--- src/rtl/core/kti_pkg.sv ---
`timescale 1ns / 1ps
// ---------------------------------------------------------------------------
// Keyframe track interpolator package
// Shared types, operation codes and constants.
// ---------------------------------------------------------------------------
package kti_pkg;

   localparam int MaxKeysDefault = 64;
   localparam logic [31:0] OneQ16 = 32'h0001_0000;

   typedef enum logic [1:0] {
      OP_CLEAR  = 2'd0,
      OP_APPEND = 2'd1,
      OP_SAMPLE = 2'd2,
      OP_NOP    = 2'd3
   } op_type;

   typedef enum logic [3:0] {
      ST_IDLE,
      ST_WRAP,
      ST_RD_FIRST,
      ST_RD_LAST,
      ST_CHECK,
      ST_SEARCH,
      ST_SEARCH_WAIT,
      ST_SETUP,
      ST_MUL,
      ST_DIV,
      ST_ROUND,
      ST_DONE
   } state_type;

   typedef struct packed {
      logic        start;
      logic [6:0]  count;
   } div_ctl_type;

endpackage

--- src/rtl/core/kti_divider.sv ---
`timescale 1ns / 1ps
// ---------------------------------------------------------------------------
// Keyframe track interpolator shared divider
// Restoring shift/subtract unit, one quotient bit per cycle, shared between
// the loop wrap (32-bit) and the interpolation weight (66-bit dividend).
// ---------------------------------------------------------------------------
module kti_divider (
   input  logic                    clock,
   input  logic                    reset,
   input  kti_pkg::div_ctl_type    ctl,
   input  logic [65:0]             dividend,
   input  logic [32:0]             divisor,
   output logic                    busy,
   output logic [65:0]             quotient,
   output logic [32:0]             remainder
);
   import kti_pkg::*;

   logic [65:0] num_ff, num_in;
   logic [33:0] rem_ff, rem_in;
   logic [32:0] den_ff, den_in;
   logic [6:0]  cnt_ff, cnt_in;
   logic [33:0] shifted;
   logic [33:0] diff;

   always_comb begin
      num_in  = num_ff;
      rem_in  = rem_ff;
      den_in  = den_ff;
      cnt_in  = cnt_ff;
      shifted = {rem_ff[32:0], num_ff[65]};
      diff    = shifted - {1'b0, den_ff};
      if (ctl.start) begin
         num_in = dividend << (7'd66 - (ctl.count + 7'd1));
         rem_in = '0;
         den_in = divisor;
         cnt_in = ctl.count + 7'd1;
      end else if (cnt_ff != 7'd0) begin
         if (!diff[33]) begin
            rem_in = diff;
            num_in = {num_ff[64:0], 1'b1};
         end else begin
            rem_in = shifted;
            num_in = {num_ff[64:0], 1'b0};
         end
         cnt_in = cnt_ff - 7'd1;
      end
   end

   always_ff @(posedge clock) begin
      num_ff <= num_in;
      rem_ff <= rem_in;
      den_ff <= den_in;
      if (reset) begin
         cnt_ff <= '0;
      end else begin
         cnt_ff <= cnt_in;
      end
   end

   assign busy      = (cnt_ff != 7'd0);
   assign quotient  = num_ff;
   assign remainder = rem_ff[32:0];
endmodule

--- config.mk ---
export PLATFORM = sky130hd
export DESIGN_NAME = kti_divider
export DESIGN_NICKNAME = d
export VERILOG_FILES = /design/src/rtl/core/kti_pkg.sv /design/src/rtl/core/kti_divider.sv
export SDC_FILE = /design/constraint.sdc
export NUM_CORES = 1
export LEC_CHECK = 0
export ABC_CLOCK_PERIOD_IN_PS = 3550
export BUFFER_PORTS_ARGS = -buffer_cell sky130_fd_sc_hd__buf_2
export CAP_MARGIN = 20
export CELL_PAD_IN_SITES_DETAIL_PLACEMENT = 1
export CELL_PAD_IN_SITES_GLOBAL_PLACEMENT = 2
export CORE_UTILIZATION = 32
export CTS_CLUSTER_SIZE = 40
export DETAILED_ROUTE_END_ITERATION = 16
export PLACE_DENSITY_LB_ADDON = 0.1
export SETUP_SLACK_MARGIN = 0.2
export SKIP_LAST_GASP = 1
export SLEW_MARGIN = 20
export SYNTH_ARGS = -nofsm -noshare
export SYNTH_HDL_FRONTEND = slang
export SYNTH_SLANG_ARGS = --single-unit
--- constraint.sdc ---
create_clock -name clock -period 3.55 [get_ports clock]
set_input_delay 0.5325 -clock clock [delete_from_list [all_inputs] [get_ports clock]]
set_output_delay 0.5325 -clock clock [all_outputs]
set_load 0.01 [all_outputs]
# Yosys cells after proc, flatten, opt, wreduce, memory -nomap -nowiden
# Index checks and enable logic that the tools add are counted.
# op_classes
addsub	4
reduce_logical	2
n_mux	6
n_shift	1
# op_table
operator	n
$mux 66	2
$shl 66x7->66	1
$sub 34x33->34	1
$mux 33	1
$mux 7	2
$add 7x1->7 const B	1
$reduce_bool 7->1	1
$sub 7x1->7 const B	1
$sub 7x7->7 const A	1
$reduce_bool 2->1	1
$mux 1	1
# totals
word_cells	17
reg_bits	139

# Longest topological paths before layout
# logic_depth
ltp_word	4
ltp_mapped	16
mapped_depth_nobuf	12

# Least setup slack after synthesis
# OpenSTA, ideal clock, no wires.
# synth_path
path_kind	input-to-reg
from	input ctl[0] in the netlist's numbering
to	register num_ff[65] (netlist: quotient[65]), data pin
slack_ns	-0.219
path_stages	13
arrival_ns	3.515
path_cell_list	buf_2 buf_1 inv_1 ha_1 buf_2 buf_1 mux4_2 mux2_2 mux2i_1 nor2_1 a22oi_1 o221ai_1 o21a_1
# synth_via
elab_chain_cells	4
# synth_rtl
item	line	text
start, declared	kti_divider.sv:10	input kti_pkg::div_ctl_type ctl,
$add 7x1->7	kti_divider.sv:34	num_in = dividend << (7'd66 - (ctl.count + 7'd1));
$sub 7x7->7	kti_divider.sv:34	
$shl 66x7->66	kti_divider.sv:34	
$mux 66	kti_divider.sv:33	if (ctl.start) begin
via num_in[65]	kti_divider.sv:19	logic [65:0] num_ff, num_in;
end signal, assigned	kti_divider.sv:51	num_ff <= num_in;
end, declared	kti_divider.sv:19	
# The timed path passes the listed nets, and every way through them passes these cells.
# A chain may end at the register's enable or synchronous reset.

# Worst setup path after layout
# layout_path
from	register den_ff[1]
to	register rem_ff[12]
# layout_via
elab_chain_cells	2
# layout_rtl
item	line	text
start, declared	kti_divider.sv:21	logic [32:0] den_ff, den_in;
start signal, assigned	kti_divider.sv:53	den_ff <= den_in;
$sub 34x33->34	kti_divider.sv:32	diff = shifted - {1'b0, den_ff};
$mux 33	kti_divider.sv:39	if (!diff[33]) begin
end signal, assigned	kti_divider.sv:52	rem_ff <= rem_in;
end, declared	kti_divider.sv:20	logic [33:0] rem_ff, rem_in;
# Every way passes these cells.

==> impl_results.md <==
* RSZ-0062 raised after global routing: yes
* Average vias per placed instance at 5.564
* Hold WC Path Type: in -> reg
* CTS Buf Count at 17
* First-pass GRT wire length at 65.68 mm
* Share of the synthesized area in the top cell type at 0.2636
* Area leader, netlist: edfxtp_1
* Worst setup EP type: flip-flop
* Setup Skew at 0.01316 ns
* Row count at 68
* Reg power frac at 0.274
* Fmax at 320.6 MHz
* CP max stage cell: or4_1
* Primary FF master, synth: edfxtp_1
* Synthesis-to-finish area growth at 24.68%
* Max cap viols at 0
* Ports at 209
* Vias in the first global route at 11.03k
* Switching portion of total power at 0.4314
* Die Area at 0.03600 mm²
* Buffers on Ports at 208
* GR Util All Layers at 0.2412
* Clk_lat worst skew at 0.44 ns
* GP Congestion at 0.8647
* Crit share post-route at 0.8786
* Area of the multi-input gates at 0.007073 mm²
* Maximum fanout along the worst path at 23
* Initial DRC Count at 530
* Sequential cell area at 0.003774 mm²
* Power Internal at 5.352 mW
* Largest net degree at the start of global routing at 72
* Post-CTS Hold Fix Bufs at 0
* Async SR Flop Fraction at 0
* Most frequent cell after synthesis: nor2_1
* Core area at 0.03463 mm²
* Drt pass-1 iters at 5
* Net Count, Synth at 1,347
* Grt ovf at 0
* Register area share after synthesis at 0.3346
* Worst-margin pin slew at 0.8627 ns
* Chip Width at 189.7 µm
* Placed cell count at 1,866
* Root buffer cell: clkbuf_16
* Crit Path Class: reg -> reg
* Crit path cell chain: inv_1, ha_1, nor2b_1, o21a_1, o211ai_1, a21o_1, a211oi_4, a41oi_4, xor2_2, buf_12, or4_1, a211oi_2
* Crit path DAT at 3.48 ns
* Post-synth cell types at 69
* Post-Syn Instances at 1,201
* N_diodes at 0
* Minimum clock period at 3.119 ns
* Core Util, Final at 0.4060
* Longest Clk Path Bufs at 2
* Routed WL per cell at 22.45 µm
* Total Wirelength at 42.61 mm
* Post-synthesis cell area at 0.01128 mm²
* Fillcell total at 4,019
* Vias at 10.56k
* Required time worst endpoint at 3.91 ns
* Residual DRC at 0
* CP max stage delay at 0.54 ns
* Leakage at 6.010 nW
* TritonCTS clock tree: done
* Number of synthesized flops with an enable pin at 99
* Final Non-Filler Cells at 1,898
* Post-cts sizing count at 0
* Outcome: complete, no violations
* Synth area leaders: edfxtp_1, mux4_2, dfxtp_1
* FF+latch count, synth at 139
* Gate power share at 0.532
* DP HPWL at 33.27 mm
* Antenna violations before repair at 0
* P_sw at 4.060 mW
* Proportion of layout cells with a drive suffix above 1 at 0.3077
* Clk slew on worst S/H paths at 0.07 ns
* Htree depth at 4
* Top post-synthesis cells by count: nor2_1, nand2_1, edfxtp_1, a21oi_1, mux4_2
* Clock share of power at 0.194
* Die H at 189.7 µm
* Fin nets at 1,576
* Setup violators final at 0
* Slew Viols, Final at 0
* Synth Warn # at 0
* Worst rel slew slack at 0.4249
* Max rail drop VDD at 0.0004437 V
* Post-CTS Setup Bufs at 0
* Mean Syn Cell Area at 9.390 µm²
* Final hold violation count at 0
* Post-route ant nets at 0
* Initial core utilization at 0.3257
* Setup crit start kind: flip-flop
* PwrDens at 669.4 mW/mm²
* CTS sink cnt at 139
==> cells in the final DEF, fill, tap and decap left out, types with 9 or more instances in the layout <==
cell type	Yosys	routed
buf_2	13	207
nor2_1	158	157
nand2_1	129	128
edfxtp_1	99	99
buf_4	3	84
a21oi_1	82	82
mux4_2	63	63
o2bb2ai_1	49	49
mux2i_1	44	44
o21ai_0	45	44
inv_1	44	43
dfxtp_1	40	40
ha_1	36	35
nand3_1	26	26
mux2_2	25	25
a211oi_1	25	25
a21o_1	23	23
a311oi_1	20	20
nor3_1	18	18
clkbuf_16	0	17
xor2_1	16	13
xnor2_1	18	13
or3_1	12	12
o211ai_1	12	12
a22o_1	12	12
buf_12	0	11
o21a_1	10	10
nand4_1	9	9
a31oi_1	10	9
==> flip-flops by register name (all words and copies together) (netlist names) <==
register  flops
den_ff       33
quotient     66
cnt_ff        7
rem_ff       33
==> path summary, 6_finish.rpt <==
| check | end | startpoint | slack [ns] | cells past startpoint |
|---|---|---|---|---|
| worst max-delay path | rem_ff[12] | den_ff[1] | 0.43 | 12 |
| worst min-delay path | den_ff[24] | divisor[24] | 0.26 | 1 |
| worst max register to register | rem_ff[12] | den_ff[1] | 0.43 | 12 |
| worst min register to register | rem_ff[9] | rem_ff[8] | 0.52 | 2 |
==> power groups by stage <==
stage,clock (mW),combinational (mW),sequential (mW)
after detailed placement,0,5.03,2.62
final,1.83,5.00,2.58
after global routing,1.93,5.50,2.64
after global placement,0,4.99,2.62
after floorplan,0,2.97,2.67
after CTS,1.88,5.05,2.59
==> layer usage <==
| layer | global-route usage | vias to the layer above | wire length (µm) |
|---|---|---|---|
| met5 | 0 | - | 0 |
| met1 | 0.2896 | 5283 | 18030 |
| met4 | 0.07568 | 0 | 998 |
| li1 | - | 5008 | - |
| met2 | 0.4415 | 218 | 22210 |
| met3 | 0.03302 | 51 | 1372 |
==> cell type report <==
class                   count  share of cell area
clock buffers              17             0.03026
clock inverters            15             0.01157
inverters                  45             0.01201
multi-input cells         925              0.5031
flip-flops and latches    139              0.2684
well taps                 455             0.04049
repair buffers            302              0.1342
==> worst max-delay path: cells and delay by family (launching register included) <==
family                     cells  cell delay (ns)
AOI/OAI and AO/OA              6             1.28
xor gates and xnor gates       1             0.19
adders and majority gates      1             0.27
buffers and inverters          2             0.25
DFF                            1             0.40
and+or+nand+nor                2             0.66
==> cells by family (layout without fill, tap and decap cells) <==
kind of cell	after synthesis	count (layout)	synth area share
adders and majority gates	37	37	0.04172
muxes	132	132	0.1898
and+or+nand+nor	389	389	0.1491
DFF	139	139	0.3346
AOI/OAI and AO/OA	331	331	0.2073
xor gates and xnor gates	36	36	0.02929
buffers and inverters	137	379	0.04815
==> through the flow <==
stage	hold slack, ns	power, mW	setup TNS, ns	cell area (µm²)	setup slack (ns)
6_report	0.2644	9.412	0	14060	0.4310
5_1_grt	0.2449	10.07	0	14060	0.1948
4_1_cts	0.2427	9.523	0	14050	0.2312
3_5_place_dp	0.5135	7.649	-0.05238	13460	-0.05238
3_3_place_gp	0.5006	7.613	-0.01661	13460	-0.01661
2_1_floorplan	0.4648	5.641	0	11290	0.2311
Power figures use the tool's default switching activity.
